$ cat src/design/sedx_pkg.sv
// Shared types and constants for the sync/escape deframer with XOR check.
// Used by the configuration registers, the result buffer and the top level.
package sedx_pkg;

    localparam int unsigned BYTE_W = 8;
    localparam int unsigned DATA_W = 32;
    localparam int unsigned ADDR_W = 3;

    localparam logic [BYTE_W-1:0] SYNC_RESET     = 8'h7E;
    localparam logic [BYTE_W-1:0] ESCAPE_RESET   = 8'h7D;
    localparam logic [BYTE_W-1:0] ESC_FOLLOW_ESC  = 8'h01;
    localparam logic [BYTE_W-1:0] ESC_FOLLOW_SYNC = 8'h02;

    localparam logic REG_SYNC_IDX   = 1'b0;
    localparam logic REG_ESCAPE_IDX = 1'b1;

    typedef struct packed {
        logic [BYTE_W-1:0] sync_value;
        logic [BYTE_W-1:0] escape_value;
    } cfg_t;

    typedef struct packed {
        logic [BYTE_W-1:0] frame_byte;
        logic              is_last;
        logic              checksum_ok;
        logic              escape_fault;
    } res_t;

endpackage

$ cat src/design/sync_escape_deframer_xor_check.sv
// Top level of the byte-stuffed frame deframer with XOR checksum test.
// Depends on sedx_pkg, sedx_cfg_regs and sedx_out_buf.
//
// The s_ channel takes one raw link byte per beat. Bytes are dropped until
// a sync byte opens a frame. Inside a frame escape pairs are undone and one
// byte is held back, so the checksum byte leaves on the m_ channel marked
// is_last, with checksum_ok and escape_fault valid on that beat only.
// The frame state updates at the input beat and the byte it releases is
// written into a two-entry result buffer, from which it is presented on m_.
// One byte is accepted every cycle while the buffer is not full.
// If the receiver stalls, the buffer absorbs two results and s_ready then
// drops until a result is taken. The APB port holds the sync value at
// address 0 and the escape value at address 4; writes take effect from the
// next byte. Reset (aresetn low, synchronous) restores both values to 0x7E
// and 0x7D, empties the buffer and returns to hunting for sync.
module sync_escape_deframer_xor_check
    import sedx_pkg::*;
(
    input  logic              aclk,
    input  logic              aresetn,
    input  logic              s_valid,
    output logic              s_ready,
    input  logic [BYTE_W-1:0] s_raw_byte,
    output logic              m_valid,
    input  logic              m_ready,
    output logic [BYTE_W-1:0] m_frame_byte,
    output logic              m_is_last,
    output logic              m_checksum_ok,
    output logic              m_escape_fault,
    input  logic              psel,
    input  logic              penable,
    input  logic              pwrite,
    input  logic [ADDR_W-1:0] paddr,
    input  logic [DATA_W-1:0] pwdata,
    output logic [DATA_W-1:0] prdata,
    output logic              pready
);

    cfg_t              cfg;
    res_t              res;
    res_t              rd_res;
    logic              res_valid;
    logic              buf_full;
    logic              in_beat;
    logic              have_data;
    logic [BYTE_W-1:0] data;

    logic              inside_reg,     inside_next;
    logic              esc_pend_reg,   esc_pend_next;
    logic              held_valid_reg, held_valid_next;
    logic [BYTE_W-1:0] held_byte_reg,  held_byte_next;
    logic [BYTE_W-1:0] xor_reg,        xor_next;
    logic              fault_reg,      fault_next;

    sedx_cfg_regs u_cfg (
        .aclk    (aclk),
        .aresetn (aresetn),
        .psel    (psel),
        .penable (penable),
        .pwrite  (pwrite),
        .paddr   (paddr),
        .pwdata  (pwdata),
        .prdata  (prdata),
        .pready  (pready),
        .cfg     (cfg)
    );

    assign s_ready = ~buf_full;
    assign in_beat = s_valid & s_ready;

    always_comb begin
        inside_next     = inside_reg;
        esc_pend_next   = esc_pend_reg;
        held_valid_next = held_valid_reg;
        held_byte_next  = held_byte_reg;
        xor_next        = xor_reg;
        fault_next      = fault_reg;
        res_valid       = 1'b0;
        res             = '0;
        have_data       = 1'b0;
        data            = s_raw_byte;
        if (in_beat) begin
            if (!inside_reg) begin
                if (s_raw_byte == cfg.sync_value) begin
                    inside_next     = 1'b1;
                    esc_pend_next   = 1'b0;
                    held_valid_next = 1'b0;
                    held_byte_next  = '0;
                    xor_next        = '0;
                    fault_next      = 1'b0;
                end
            end else if (s_raw_byte == cfg.sync_value) begin
                if (held_valid_reg) begin
                    res_valid        = 1'b1;
                    res.frame_byte   = held_byte_reg;
                    res.is_last      = 1'b1;
                    res.checksum_ok  = (xor_reg == '0);
                    res.escape_fault = fault_reg | esc_pend_reg;
                end
                inside_next     = 1'b0;
                esc_pend_next   = 1'b0;
                held_valid_next = 1'b0;
                held_byte_next  = '0;
                xor_next        = '0;
                fault_next      = 1'b0;
            end else begin
                if (esc_pend_reg) begin
                    esc_pend_next = 1'b0;
                    case (s_raw_byte)
                        ESC_FOLLOW_ESC: begin
                            data      = cfg.escape_value;
                            have_data = 1'b1;
                        end
                        ESC_FOLLOW_SYNC: begin
                            data      = cfg.sync_value;
                            have_data = 1'b1;
                        end
                        default: begin
                            fault_next = 1'b1;
                        end
                    endcase
                end else if (s_raw_byte == cfg.escape_value) begin
                    esc_pend_next = 1'b1;
                end else begin
                    have_data = 1'b1;
                end
                if (have_data) begin
                    if (held_valid_reg) begin
                        res_valid      = 1'b1;
                        res.frame_byte = held_byte_reg;
                    end
                    held_byte_next  = data;
                    held_valid_next = 1'b1;
                    xor_next        = xor_reg ^ data;
                end
            end
        end
    end

    always_ff @(posedge aclk) begin
        if (!aresetn) begin
            inside_reg     <= 1'b0;
            esc_pend_reg   <= 1'b0;
            held_valid_reg <= 1'b0;
            held_byte_reg  <= '0;
            xor_reg        <= '0;
            fault_reg      <= 1'b0;
        end else begin
            inside_reg     <= inside_next;
            esc_pend_reg   <= esc_pend_next;
            held_valid_reg <= held_valid_next;
            held_byte_reg  <= held_byte_next;
            xor_reg        <= xor_next;
            fault_reg      <= fault_next;
        end
    end

    sedx_out_buf u_buf (
        .aclk     (aclk),
        .aresetn  (aresetn),
        .wr_en    (res_valid),
        .wr_data  (res),
        .full     (buf_full),
        .rd_valid (m_valid),
        .rd_ready (m_ready),
        .rd_data  (rd_res)
    );

    assign m_frame_byte   = rd_res.frame_byte;
    assign m_is_last      = rd_res.is_last;
    assign m_checksum_ok  = rd_res.checksum_ok;
    assign m_escape_fault = rd_res.escape_fault;

`ifndef SYNTHESIS
    a_held_in_frame: assert property (@(posedge aclk) disable iff (!aresetn)
        held_valid_reg |-> inside_reg)
        else $error("held byte outside a frame");

    a_esc_in_frame: assert property (@(posedge aclk) disable iff (!aresetn)
        esc_pend_reg |-> inside_reg)
        else $error("escape pending outside a frame");

    a_flags_only_last: assert property (@(posedge aclk) disable iff (!aresetn)
        (m_valid && !m_is_last) |-> (!m_checksum_ok && !m_escape_fault))
        else $error("status flags on a beat that is not last");

    a_close_clears: assert property (@(posedge aclk) disable iff (!aresetn)
        (in_beat && inside_reg && s_raw_byte == cfg.sync_value)
        |=> (!inside_reg && !held_valid_reg && !fault_reg))
        else $error("closing sync did not clear the frame state");
`endif

endmodule

$ cat src/design/sedx_cfg_regs.sv
// APB-style register file holding the sync and escape byte values.
// Depends on sedx_pkg for widths, register indexes and reset values.
module sedx_cfg_regs
    import sedx_pkg::*;
(
    input  logic              aclk,
    input  logic              aresetn,
    input  logic              psel,
    input  logic              penable,
    input  logic              pwrite,
    input  logic [ADDR_W-1:0] paddr,
    input  logic [DATA_W-1:0] pwdata,
    output logic [DATA_W-1:0] prdata,
    output logic              pready,
    output cfg_t              cfg
);

    logic [BYTE_W-1:0] sync_reg;
    logic [BYTE_W-1:0] escape_reg;
    logic              wr_en;

    assign pready = 1'b1;
    assign wr_en  = psel & penable & pwrite;

    always_ff @(posedge aclk) begin
        if (!aresetn) begin
            sync_reg   <= SYNC_RESET;
            escape_reg <= ESCAPE_RESET;
        end else if (wr_en) begin
            case (paddr[2])
                REG_SYNC_IDX:   sync_reg   <= pwdata[BYTE_W-1:0];
                REG_ESCAPE_IDX: escape_reg <= pwdata[BYTE_W-1:0];
                default: ;
            endcase
        end
    end

    always_comb begin
        case (paddr[2])
            REG_SYNC_IDX:   prdata = {{(DATA_W-BYTE_W){1'b0}}, sync_reg};
            REG_ESCAPE_IDX: prdata = {{(DATA_W-BYTE_W){1'b0}}, escape_reg};
            default:        prdata = '0;
        endcase
    end

    assign cfg.sync_value   = sync_reg;
    assign cfg.escape_value = escape_reg;

endmodule

$ cat src/design/sedx_out_buf.sv
// Two-entry result buffer that decouples the deframer from a stalled receiver.
// Depends on sedx_pkg for the result type.
module sedx_out_buf
    import sedx_pkg::*;
(
    input  logic aclk,
    input  logic aresetn,
    input  logic wr_en,
    input  res_t wr_data,
    output logic full,
    output logic rd_valid,
    input  logic rd_ready,
    output res_t rd_data
);

    res_t       mem_reg [2];
    logic       wr_ptr_reg;
    logic       rd_ptr_reg;
    logic [1:0] count_reg;
    logic [1:0] count_next;
    logic       rd_en;

    assign rd_valid = (count_reg != 2'd0);
    assign full     = count_reg[1];
    assign rd_en    = rd_valid & rd_ready;
    assign rd_data  = mem_reg[rd_ptr_reg];

    always_comb begin
        count_next = count_reg;
        if (wr_en && !rd_en) begin
            count_next = count_reg + 2'd1;
        end else if (!wr_en && rd_en) begin
            count_next = count_reg - 2'd1;
        end
    end

    always_ff @(posedge aclk) begin
        if (wr_en) begin
            mem_reg[wr_ptr_reg] <= wr_data;
        end
    end

    always_ff @(posedge aclk) begin
        if (!aresetn) begin
            wr_ptr_reg <= 1'b0;
            rd_ptr_reg <= 1'b0;
            count_reg  <= 2'd0;
        end else begin
            count_reg <= count_next;
            if (wr_en) begin
                wr_ptr_reg <= ~wr_ptr_reg;
            end
            if (rd_en) begin
                rd_ptr_reg <= ~rd_ptr_reg;
            end
        end
    end

endmodule

$ cat config.mk
export PLATFORM = sky130hd
export DESIGN_NAME = sync_escape_deframer_xor_check
export DESIGN_NICKNAME = d
export VERILOG_FILES = /design/src/design/sedx_pkg.sv /design/src/design/sync_escape_deframer_xor_check.sv /design/src/design/sedx_cfg_regs.sv /design/src/design/sedx_out_buf.sv
export SDC_FILE = /design/constraint.sdc
export NUM_CORES = 1
export LEC_CHECK = 0
export BUFFER_PORTS_ARGS = -buffer_cell sky130_fd_sc_hd__buf_2
export CAP_MARGIN = 30
export CELL_PAD_IN_SITES_DETAIL_PLACEMENT = 0
export CELL_PAD_IN_SITES_GLOBAL_PLACEMENT = 1
export CORE_ASPECT_RATIO = 1.75
export CORE_UTILIZATION = 25
export CTS_BUF_LIST = sky130_fd_sc_hd__clkbuf_16
export DETAILED_ROUTE_END_ITERATION = 8
export HOLD_SLACK_MARGIN = 0.15
export PLACE_DENSITY_LB_ADDON = 0.08
export SETUP_SLACK_MARGIN = 0.15
export SYNTH_ARGS = -nofsm -noshare
export SYNTH_HDL_FRONTEND = slang
export SYNTH_SLANG_ARGS = --single-unit
$ cat constraint.sdc
create_clock -name aclk -period 5.7 [get_ports aclk]
set_input_delay 0.285 -clock aclk [delete_from_list [all_inputs] [get_ports aclk]]
set_output_delay 0.285 -clock aclk [all_outputs]
set_load 0.01 [all_outputs]
==> results of run 1 <==
==> logic make-up after synthesis <==
| group | after synthesis | synth area share, % |
|---|---|---|
| AO/OA/AOI/OAI | 49 | 11.52 |
| buffers and inverters | 44 | 8.423 |
| other | 2 | 0.2319 |
| multiplexers | 22 | 7.535 |
| flip-flops | 63 | 45.75 |
| adder cells (fa/ha/maj) | 3 | 1.159 |
| XOR/XNOR | 27 | 7.303 |
| AND/OR/NAND/NOR | 119 | 18.08 |
==> cell type report <==
type / instances / share of cell area (%)
clock buffer: 9 / 5.865
tap: 168 / 5.474
clock inverter: 7 / 2.476
inverter: 6 / 0.5865
sequential: 63 / 38.58
multi-input combinational: 245 / 40.89
timing repair buffer: 46 / 6.126
==> metrics by stage <==
step / cells / power (mW) / cell area (um2) / hold WS (ns) / utilization (%)
finish: 544 / 1.131 / 3840 / 0.1769 / 30.56
global route: 544 / 1.176 / 3840 / 0.1873 / 30.56
CTS: 544 / 1.149 / 3840 / 0.1698 / 30.56
detailed placement: 528 / 0.5533 / 3520 / 0.4465 / 28.01
global placement: 528 / 0.5532 / 3520 / 0.4393 / 28.01
floorplan: 352 / 0.5395 / 3324 / 0.4090 / -
==> worst max path at each step <==
stage | start | end | slack, ns
after floorplan | s_raw_byte[0] | xor_reg[7]$_SDFFE_PN0P_ | 3.31
after global placement | s_raw_byte[6] | u_buf.mem_reg[1][8]$_DFFE_PP_ | 2.48
after detailed placement | s_raw_byte[6] | u_buf.mem_reg[1][8]$_DFFE_PP_ | 2.44
after CTS | u_cfg.sync_reg[6]$_SDFFE_PN1P_ | held_byte_reg[1]$_SDFFE_PN0P_ | 2.66
after global routing | u_cfg.sync_reg[7]$_SDFFE_PN0P_ | held_byte_reg[1]$_SDFFE_PN0P_ | 2.44
final | u_cfg.sync_reg[6]$_SDFFE_PN1P_ | held_byte_reg[1]$_SDFFE_PN0P_ | 2.69
==> tightest hold or removal path, delay by kind of cell <==
kind,cells,cell delay (ns)
buffers and inverters,1,0.09
and+or+nand+nor,2,0.10
==> Yosys cell counts (all sizes together) <==
cell,count
o221ai,2
dfxtp,41
a31oi,2
xnor2,10
o21ba,1
o21ai,5
o211ai,5
nor4,4
conb,2
a22oi,5
o21bai,5
nand2b,3
edfxtp,22
and2,12
nand2,42
mux2i,3
ha,3
inv,6
or2,1
mux2,19
a22o,1
o21a,5
and3,2
nand3,16
a21oi,8
nand4,4
buf,32
xor2,17
nor2b,7
clkbuf,6
or3,4
a21boi,9
nor3,4
a41oi,1
nor2,20
==> power by group <==
part / switching, mW / internal (mW) / leakage (nW)
combinational: 0.0445 / 0.0266 / 0.777
clock: 0.206 / 0.383 / 0.156
sequential: 0.00507 / 0.466 / 0.521
==> layout by cell type (no fill, tap or decap), types with 5 or more instances in the layout <==
cell and count:
a21boi_0 6, a21oi_1 8, a22oi_1 5, and2_1 12
buf_2 44, clkbuf_16 9, conb_1 25, dfxtp_1 41
edfxtp_1 22, inv_1 6, mux2_2 19, nand2_1 42
nand3_1 16, nor2_1 20, nor2b_1 7, o211ai_1 5
o21a_1 5, o21bai_1 5, xnor2_1 10, xor2_1 17
==> layer usage <==
layer | global-route usage, % | vias to the layer above | routed length, um
met5 | 0 | - | 0
li1 | - | 1173 | -
met3 | 2.817 | 12 | 264
met4 | 5.376 | 0 | 176
met1 | 12.94 | 1058 | 2973
met2 | 23.74 | 50 | 4516
==> summary.md, run 1 <==
| Metric | Value |
|---|---|
| Critical path cell sequence | xnor2_1 > nand4_1 > nor2_1 > buf_4 > inv_1 > ha_1 > nor2b_1 > o21ai_4 > or3_1 > a21boi_1 |
| Worst Path Buf+Inv | 2 |
| WL/cell | 14.58 um |
| I/O pin count | 96 |
| Arrival time worst endpoint | 3.27 ns |
| Mapped Area | 3238 um2 |
| Max stage delay on crit path | 0.69 ns |
| Worst Setup Slack, final | 2.689 ns |
| R2r endpoint | held_byte_reg[1]$_SDFFE_PN0P_ |
| Post-CTS setup buffer count | 0 |
| CTS Hold Bufs | 0 |
| Unrepaired setup endpoints after global routing | false |
| Fin Setup TNS | 0 ns |
| Max FO, Critical Path | 14 |
| Initial antenna violation count | 0 |
| Drt pass-1 iters | 4 |
| Peak supply drop | 130.7 uV |
| Final setup violating endpoints | 0 |
| Slew margin rel. | 40.24% |
| Leading area contributor after synthesis | dfxtp_1 |
| PD cells | 294.5 nW/um2 |
| Worst path required time | 5.96 ns |
| Critical path capture point type | flip-flop |
| Core Box Area | 12570 um2 |
| CP Class | flip-flop to flip-flop |
| CTS buffer count | 9 |
| CTS tree | done |
| Min Tclk post-route | 3.011 ns |
| Gr usage total | 12.66% |
| Reg2Reg Depth | 10 |
| Sequential share of the synthesized area | 45.75% |
| Clock Tree Root | clkbuf_16 |
| Gr ovfl total | 0 |
| Multi-input logic area | 1570 um2 |
| Top post-synthesis cells by area | dfxtp_1 (25%), edfxtp_1 (20%), mux2_2 (6.6%), buf_4 (6.3%), nand2_1 (4.9%) |
| Post-CTS sizing | 0 |
| Layout cells sized above 1 | 23.14% |
| Antenna cell count | 0 |
| Row cnt | 54 |
| Die X | 88.03 um |
| Sequential Area | 1481 um2 |
| Via count | 2293 |
| Die H | 152.6 um |
| Longest Clk Path Bufs | 2 |
| Die area | 13430 um2 |
| Final worst-path cycle share | 52.83% |
| Delay-heaviest family, CP | simple AND/OR/NAND/NOR gates |
| Vias in the first global route | 2267 |
| Critical path depth | 10 |
| Dpl hpwl | 6126 um |
| R2r setup slk | 2.69 ns |
| Largest net degree at the start of global routing | 31 |
| Syn Area/Cell | 9.842 um2 |
| I/O Buffers | 44 |
| Post-Synthesis Cells | 329 |
| Slowest CP cell | nor2b_1 |
| Yosys reg bits | 63 |
| Final wirelength | 7931 um |
| Global placement routability congestion | 0.7446 |
| Worst-Margin Slew | 0.8945 ns |
| Hold Path Stages | 3 |
| Insertion delay to the later sink of the worst-skew pair | 0.33 ns |
| Initial Util | 25.77% |
| Min-Delay Endpoint | u_cfg.escape_reg[2]$_SDFFE_PN1P_ |
| H-tree depth | 3 |
| Highest Clock Rate | 332.1 MHz |
| Worst Clk Skew | 0.005603 ns |
| Vias per inst | 4.215 |
| Max FFs per register | 22 |
| Clock transition at path regs | 0.06 ns |
| Area growth from synthesis to layout | 18.59% |
| Top cell type's share of synthesized area | 25.35% |
| Final Max Tran Viols | 0 |
| Reg-to-reg startpoint | u_cfg.sync_reg[6]$_SDFFE_PN1P_ |
| Distinct cells, synth | 42 |
| Detail Route Antenna Nets | 0 |
| Static Leakage | 1.454 nW |
| Hold Crit Start | pwdata[2] |
| First-pass GRT wire length | 12610 um |
| Setup crit start kind | flip-flop |
| Status | finished, final reports clean |
| Fillers | 1364 |
| Yosys warnings | 0 |
| # DRC | 0 |
| Max-Cap Viols | 0 |
| Clock sinks | 63 |
| Layout net count | 424 |
| Placement Setup Slack | 2.444 ns |
| Final hold violation count | 0 |
| Iter 0 DRT Violations | 69 |
| HP Class | input pin to flip-flop |
Note: power is estimated with default switching activity, not from simulation.
==> inputs of run 2 (changes only) <==
ABC_AREA = 1   (was unset)
clock period = 2.4 ns   (was 5.7 ns; I/O delays follow)
==> run 2 against run 1 <==
Against the previous run: register-to-register slack worse by 2.3 ns; critical path type unchanged; setup slack got worse by 2.3 ns; global-route usage up 0.51 points; largest power group unchanged; first-iteration DRC count is 4.3% lower.
==> summary.md, run 2 <==
| Metric | Value |
|---|---|
| Slew margin rel. | 46.13% (was 40.24%) |
| Hold Crit Start | m_ready (was pwdata[2]) |
| Final worst-path cycle share | 85.28% (was 52.83%) |
| Gr usage total | 13.17% (was 12.66%) |
| Reg-to-reg startpoint | u_cfg.escape_reg[7]$_SDFFE_PN0P_ (was u_cfg.sync_reg[6]$_SDFFE_PN1P_) |
| First-pass GRT wire length | 14830 um (was 12610 um) |
| Mapped Area | 3621 um2 (was 3238 um2) |
| GR met1 Demand/Resource | 12.28% (was 12.94%) |
| Final Max Tran Viols | 0 (unchanged) |
| HP Class | input pin to flip-flop (unchanged) |
| WL/cell | 13.22 um (was 14.58 um) |
| Largest family of logic cells by synthesized area | simple AND/OR/NAND/NOR gates (unchanged) |
| # DRC | 0 (unchanged) |
| CTS buffer count | 9 (unchanged) |
| Dpl hpwl | 7410 um (was 6126 um) |
| Leading cell type in the layout, fill and taps excluded | nand2_1 (was buf_2) |
| Compound-cell area share of the yosys netlist | 7.187% (was 11.51%) |
| M2 GR Usage | 27.34% (was 23.74%) |
| Antenna cell count | 0 (unchanged) |
| Die X | 92.98 um (was 88.03 um) |
| Ys async rst share | 0% (unchanged) |
| Crit path from | u_cfg.escape_reg[7]$_SDFFE_PN0P_ (was u_cfg.sync_reg[6]$_SDFFE_PN1P_) |
| Syn Area/Cell | 7.688 um2 (was 9.842 um2) |
| Global placement routability congestion | 0.7255 (was 0.7446) |
| Arrival time worst endpoint | 2.26 ns (was 3.27 ns) |
| Highest Clock Rate | 488.6 MHz (was 332.1 MHz) |
| Vias per inst | 4.073 (was 4.215) |
| Final setup violating endpoints | 0 (unchanged) |
| H-tree depth | 3 (unchanged) |
| Most frequent cells in the layout | nand2_1 (124), inv_1 (54), nor2_1 (45) (was buf_2 (44), nand2_1 (42), dfxtp_1 (41)) |
| I/O pin count | 96 (unchanged) |
| I/O Buffers | 44 (unchanged) |
| Largest net degree at the start of global routing | 26 (was 31) |
| Leading area contributor after synthesis | dfxtp_1 (unchanged) |
| Post-synth EDFFs | 22 (unchanged) |
| Initial antenna violation count | 0 (unchanged) |
| Sequential Area | 1481 um2 (unchanged) |
| Layout net count | 585 (was 424) |
| Clock transition at path regs | 0.06 ns (about the same) |
| Via count | 2908 (was 2293) |
| Synth Flop Type | dfxtp_1 (unchanged) |
| Sw Share | 26.55% (was 22.56%) |
| Sequential share of the synthesized area | 40.91% (was 45.75%) |
| Die H | 161.2 um (was 152.6 um) |
| Area growth from synthesis to layout | 19.97% (was 18.59%) |
| Distinct cells, synth | 32 (was 42) |
| Top post-synthesis cells by area | dfxtp_1 (23%), edfxtp_1 (18%), nand2_1 (13%), buf_4 (5.8%), inv_1 (5.4%) (was dfxtp_1 (25%), edfxtp_1 (20%), mux2_2 (6.6%), buf_4 (6.3%), nand2_1 (4.9%)) |
| Post-synthesis mux area share | 3.421% (was 7.535%) |
| Top cell type's share of synthesized area | 22.67% (was 25.35%) |
| Peak supply drop | 272.7 uV (was 130.7 uV) |
| Post-Synthesis Cells | 471 (was 329) |
| Fin Setup TNS | 0 ns (unchanged) |
| Max FFs per register | 22 (unchanged) |
| Gr ovfl total | 0 (unchanged) |
| Initial Util | 25.90% (was 25.77%) |
| Insertion delay to the later sink of the worst-skew pair | 0.32 ns (was 0.33 ns) |
| Core Box Area | 13980 um2 (was 12570 um2) |
| Switching pwr | 0.7507 mW (was 0.2551 mW) |
| Layout cells sized above 1 | 22.53% (was 23.14%) |
| Worst-Margin Slew | 0.8050 ns (was 0.8945 ns) |
| Iter 0 DRT Violations | 66 (was 69) |
| Status | finished, final reports clean (unchanged) |
| Placed cell area | 3951 um2 (was 3520 um2) |
| Post-route insts no fill | 714 (was 544) |
| Unrepaired setup endpoints after global routing | true (was false) |
| CTS tree | done (unchanged) |
| WHS | 0.1657 ns (was 0.1769 ns) |
| Gate power share | 14.1% (was 6.3%) |
| Clock Tree Root | clkbuf_16 (unchanged) |
| Fillers | 1632 (was 1364) |
| Total Power | 2.828 mW (was 1.131 mW) |
| Clock share of power | 44.1% (was 52.0%) |
| Static Leakage | 2.089 nW (was 1.454 nW) |
| Worst path required time | 2.61 ns (was 5.96 ns) |
| Post-Synth Simple-Gate Area | 30.37% (was 18.08%) |
| Max-Cap Viols | 0 (unchanged) |
| CP Class | flip-flop to flip-flop (unchanged) |
| Post-route cell area | 4344 um2 (was 3840 um2) |
| Yosys warnings | 0 (unchanged) |
| Die area | 14990 um2 (was 13430 um2) |
| PD cells | 651.0 nW/um2 (was 294.5 nW/um2) |
| Detail Route Antenna Nets | 0 (unchanged) |
| Multi-input logic area | 1722 um2 (was 1570 um2) |
| Setup crit start kind | flip-flop (unchanged) |
| Final wirelength | 9437 um (was 7931 um) |
| Most common library cells after synthesis | nand2_1 (124), inv_1 (52), nor2_1 (47) (was nand2_1 (42), dfxtp_1 (41), buf_4 (27)) |
| Vias in the first global route | 2876 (was 2267) |
| Placed cell count | 689 (was 528) |
| Final hold violation count | 0 (unchanged) |
| Row cnt | 57 (was 54) |
| Area share of xor/xnor cells in the synthesized design | 2.661% (was 7.303%) |
| Adder-Cell Fraction of Synth Area | 1.037% (was 1.159%) |
| Max FO, Critical Path | 4 (was 14) |
| Min Tclk post-route | 2.047 ns (was 3.011 ns) |
| Int Pwr | 2.077 mW (was 0.8759 mW) |
| Busiest grt layer | met2 (unchanged) |
| Longest Clk Path Bufs | 2 (unchanged) |
| Met3 Use GR | 2.166% (was 2.817%) |
| Sequential Power Share | 41.7% (about the same) |
| Clock sinks | 63 (unchanged) |
| Yosys reg bits | 63 (unchanged) |
| Most frequent cell after synthesis | nand2_1 (unchanged) |
| Drt pass-1 iters | 4 (unchanged) |
| Worst Clk Skew | 0.008086 ns (was 0.005603 ns) |
| Critical path capture point type | flip-flop (unchanged) |
## run 2: changes by cell type in the layout (fill, tap and decap cells not counted), sizes merged, moves of 16 or more
cell / delta
nand2: +95
o21ai: +20
nor2: +36
inv: +54
nand3: +22
a21oi: +16
## run 2: per-layer routing
layer | vias to the layer above | wire length, um
met1 | 1300 | 3477
met4 | 0 | 117
met5 | - | 0
met2 | 45 | 5647
li1 | 1557 | -
met3 | 6 | 195
## run 2: timing repair
item | CTS | global route
setup buffers | 0 | 1
setup endpoints to repair | 0 | 12
endpoints found under the hold margin | 16 | 0
hold buffers | 8 | 0
resized for setup | 0 | 4
## run 2: final timing paths
kind / endpoint / slack [ns] / cells past startpoint
min: u_buf.rd_ptr_reg$_SDFFE_PN0P_ / 0.17 / 4
max reg2reg: u_buf.count_reg[1]$_SDFFE_PN0P_ / 0.35 / 16
min reg2reg: held_byte_reg[7]$_SDFFE_PN0P_ / 0.46 / 2
max: u_buf.count_reg[1]$_SDFFE_PN0P_ / 0.35 / 16
## run 2: cell type report
class                      instances  share of cell area (%)
sequential                        63                   34.10
multi-input combinational        334                   39.63
timing repair buffer              65                   9.447
tap                              177                   5.098
clock inverter                     7                   1.325
inverter                          59                   5.213
clock buffer                       9                   5.184
## run 2: cells by family after synthesis
kind of cell,count (synthesis)
mux,11
buf+inv,97
compound gates,49
xor+xnor,11
simple gates,235
other cells,2
flops,63
fa+ha+maj,3
## run 2: worst max-delay path, cell delays in order, from the launching register on
cell and delay [ns]:
dfxtp_1 0.39, inv_1 0.08, nand2_1 0.07, nand2_1 0.04, inv_1 0.04, nand2_1 0.05, nor2_2 0.12, nand3_2 0.12
nand2_4 0.11, nand2_4 0.05, nand2_1 0.08, inv_1 0.06, ha_1 0.32, a21oi_1 0.11, o21ai_0 0.11, o21ai_1 0.13
a21oi_1 0.05
## run 2: power groups by stage
stage	sequential, mW	combinational [mW]	clock (mW)
2_1_floorplan	1.18	0.322	0
3_3_place_gp	1.20	0.389	0
3_5_place_dp	1.20	0.390	0
4_1_cts	1.18	0.401	1.29
5_1_grt	1.19	0.454	1.33
6_report	1.18	0.399	1.25
## run 2: per-stage QoR
stage / setup WS (ns) / util, %
after floorplan: 0.2813 / -
after global placement: 0.2028 / 28.27
after detailed placement: 0.1905 / 28.27
after CTS: 0.1728 / 30.86
after global routing: 0.1128 / 31.08
final: 0.3533 / 31.08
==> inputs of run 3 (changes only) <==
CTS_CLUSTER_SIZE = 14   (was unset)
clock period = 1.9 ns   (was 2.4 ns; I/O delays follow)
==> run 3 against run 2 <==
Against the previous run: sequential power is 26% higher; setup slack worse by 0.29 ns; fmax is 11% higher; flip-flop and latch count stayed put; power is 39% higher; worst hold slack better by 0.0028 ns; highest routed layer unchanged; core utilization is 4.4 points higher; via count is 7.4% higher.
==> summary.md, run 3 (synthesis results as in run 2) <==
| Metric | Value |
|---|---|
| Dpl hpwl | 7571 um (was 7410 um) |
| CTS tree | done (unchanged) |
| Crit path from | u_cfg.sync_reg[0]$_SDFFE_PN0P_ (was u_cfg.escape_reg[7]$_SDFFE_PN0P_) |
| Worst Setup Slack, final | 0.06185 ns (was 0.3533 ns) |
| Total Power | 3.921 mW (was 2.828 mW) |
| Int Pwr | 2.860 mW (was 2.077 mW) |
| Detail Route Antenna Nets | 0 (unchanged) |
| I/O pin count | 96 (unchanged) |
| Peak supply drop | 371.7 uV (was 272.7 uV) |
| Sw Share | 27.06% (was 26.55%) |
| Clock sinks | 63 (unchanged) |
| HP Class | input pin to flip-flop (unchanged) |
| R2r endpoint | xor_reg[5]$_SDFFE_PN0P_ (was u_buf.count_reg[1]$_SDFFE_PN0P_) |
| Hold Path Stages | 3 (was 4) |
| WL/cell | 13.10 um (was 13.22 um) |
| Via count | 3124 (was 2908) |
| Switching pwr | 1.061 mW (was 0.7507 mW) |
| Longest Clk Path Bufs | 2 (unchanged) |
| Iter 0 DRT Violations | 87 (was 66) |
| Clock share of power | 45.8% (was 44.1%) |
| Final Max Tran Viols | 0 (unchanged) |
| Clock Tree Root | clkbuf_16 (unchanged) |
| Layout net count | 629 (was 585) |
| Largest net degree at the start of global routing | 26 (unchanged) |
| Max FO, Critical Path | 6 (was 4) |
| Die X | 92.98 um (unchanged) |
| CP Class | flip-flop to flip-flop (unchanged) |
| Slew margin rel. | 59.87% (was 46.13%) |
| # DRC | 0 (unchanged) |
| Leading cell type in the layout, fill and taps excluded | nand2_1 (unchanged) |
| Core Util, Final | 35.52% (was 31.08%) |
| Final setup violating endpoints | 0 (unchanged) |
| WHS | 0.1685 ns (was 0.1657 ns) |
| Drt pass-1 iters | 4 (unchanged) |
| Hold Crit Start | s_valid (was m_ready) |
| Critical path capture point type | flip-flop (unchanged) |
| Final worst-path cycle share | 96.74% (was 85.28%) |
| Arrival time worst endpoint | 2.07 ns (was 2.26 ns) |
| Reg2Reg Depth | 13 (was 16) |
| Die area | 14990 um2 (unchanged) |
| Min Tclk post-route | 1.838 ns (was 2.047 ns) |
| Antenna cell count | 0 (unchanged) |
| Vias in the first global route | 3027 (was 2876) |
| Vias per inst | 4.121 (was 4.073) |
| Fin Setup TNS | 0 ns (unchanged) |
| Gr ovfl total | 0 (unchanged) |
| Min-Delay Endpoint | inside_reg$_SDFFE_PN0P_ (was u_buf.rd_ptr_reg$_SDFFE_PN0P_) |
| Placed cell area | 4278 um2 (was 3951 um2) |
| Unrepaired setup endpoints after global routing | true (unchanged) |
| Status | finished, final reports clean (unchanged) |
| Insertion delay to the later sink of the worst-skew pair | 0.33 ns (was 0.32 ns) |
| Initial antenna violation count | 0 (unchanged) |
| Reg-to-reg startpoint | u_cfg.sync_reg[0]$_SDFFE_PN0P_ (was u_cfg.escape_reg[7]$_SDFFE_PN0P_) |
| Die H | 161.2 um (unchanged) |
| Placed cell count | 720 (was 689) |
| Worst-Margin Slew | 0.6012 ns (was 0.8050 ns) |
| Max-Cap Viols | 0 (unchanged) |
| Area growth from synthesis to layout | 37.11% (was 19.97%) |
| Core Box Area | 13980 um2 (unchanged) |
| Max FFs per register | 22 (unchanged) |
| Clock transition at path regs | 0.06 ns (about the same) |
| Most frequent cells in the layout | nand2_1 (112), buf_4 (48), buf_2 (44) (was nand2_1 (124), inv_1 (54), nor2_1 (45)) |
| Setup crit start kind | flip-flop (unchanged) |
| First-pass GRT wire length | 15320 um (was 14830 um) |
| Static Leakage | 2.349 nW (was 2.089 nW) |
| Gr usage total | 13.77% (was 13.17%) |
| Final wirelength | 9928 um (was 9437 um) |
| H-tree depth | 3 (unchanged) |
| Final hold violation count | 0 (unchanged) |
| PD cells | 789.7 nW/um2 (was 651.0 nW/um2) |
| Global placement routability congestion | 0.8000 (was 0.7255) |
| Placement Setup Slack | -0.1403 ns (was 0.1905 ns) |
| Worst path required time | 2.13 ns (was 2.61 ns) |
| Row cnt | 57 (unchanged) |
| Initial Util | 25.90% (unchanged) |
| Highest Clock Rate | 544.0 MHz (was 488.6 MHz) |
| I/O Buffers | 44 (unchanged) |
| Worst Clk Skew | 0.008255 ns (was 0.008086 ns) |
| Post-route cell area | 4965 um2 (was 4344 um2) |
| R2r setup slk | 0.06 ns (was 0.35 ns) |
| CTS buffer count | 9 (unchanged) |
| Layout cells sized above 1 | 37.01% (was 22.53%) |
| Post-route insts no fill | 758 (was 714) |
| Gate power share | 16.3% (was 14.1%) |
| Sequential Power Share | 37.9% (was 41.7%) |
-- run 3: timing repair --
action	CTS	global route
pin swaps	16	13
setup endpoints to repair	59	63
resized for setup	30	27
endpoints found under the hold margin	16	0
hold buffers	8	0
buffers inserted	11	2
cloned	1	0
-- run 3: worst max path at each step --
stage,endpoint,slack [ns]
floorplan,xor_reg[2]$_SDFFE_PN0P_,0.15
global placement,u_buf.count_reg[1]$_SDFFE_PN0P_,-0.14
detailed placement,u_buf.count_reg[1]$_SDFFE_PN0P_,-0.14
CTS,u_buf.count_reg[1]$_SDFFE_PN0P_,0.04
global route,xor_reg[6]$_SDFFE_PN0P_,-0.07
finish,xor_reg[5]$_SDFFE_PN0P_,0.06
-- run 3: power by group through the flow --
stage | clock (mW) | sequential, mW | combinational (mW)
final | 1.79 | 1.49 | 0.641
after global placement | 0 | 1.52 | 0.559
after floorplan | 0 | 1.49 | 0.422
after CTS | 1.84 | 1.49 | 0.633
after detailed placement | 0 | 1.52 | 0.560
after global routing | 1.90 | 1.49 | 0.715
-- run 3: worst max-delay path: stages (launching register included) --
cell and delay, ns:
dfxtp_2 0.32, xor2_1 0.15, nor2_1 0.12, buf_4 0.15, nand3_4 0.11, ha_4 0.18, nor2_4 0.11, inv_2 0.07
a21oi_4 0.14, buf_6 0.14, buf_16 0.13, nand2_2 0.05, inv_2 0.04, nor2_2 0.02
-- run 3: metal layers --
layer	up-vias	track usage, %	share of wire (%)
met1	1405	12.05	35
met2	58	28.61	60
met4	0	5.664	3.0
met3	14	2.966	2.7
li1	1647	-	-
met5	-	0	0
-- run 3: cell type report --
type / instances / area, um2
Inverter: 59 / 231.5
Tap cell: 177 / 221.5
Sequential cell: 63 / 1494
Fill cell: 1527 / 9014
Multi-Input combinational cell: 334 / 1883
Timing Repair Buffer: 109 / 813.3
Clock inverter: 7 / 96.34
Clock buffer: 9 / 225.2
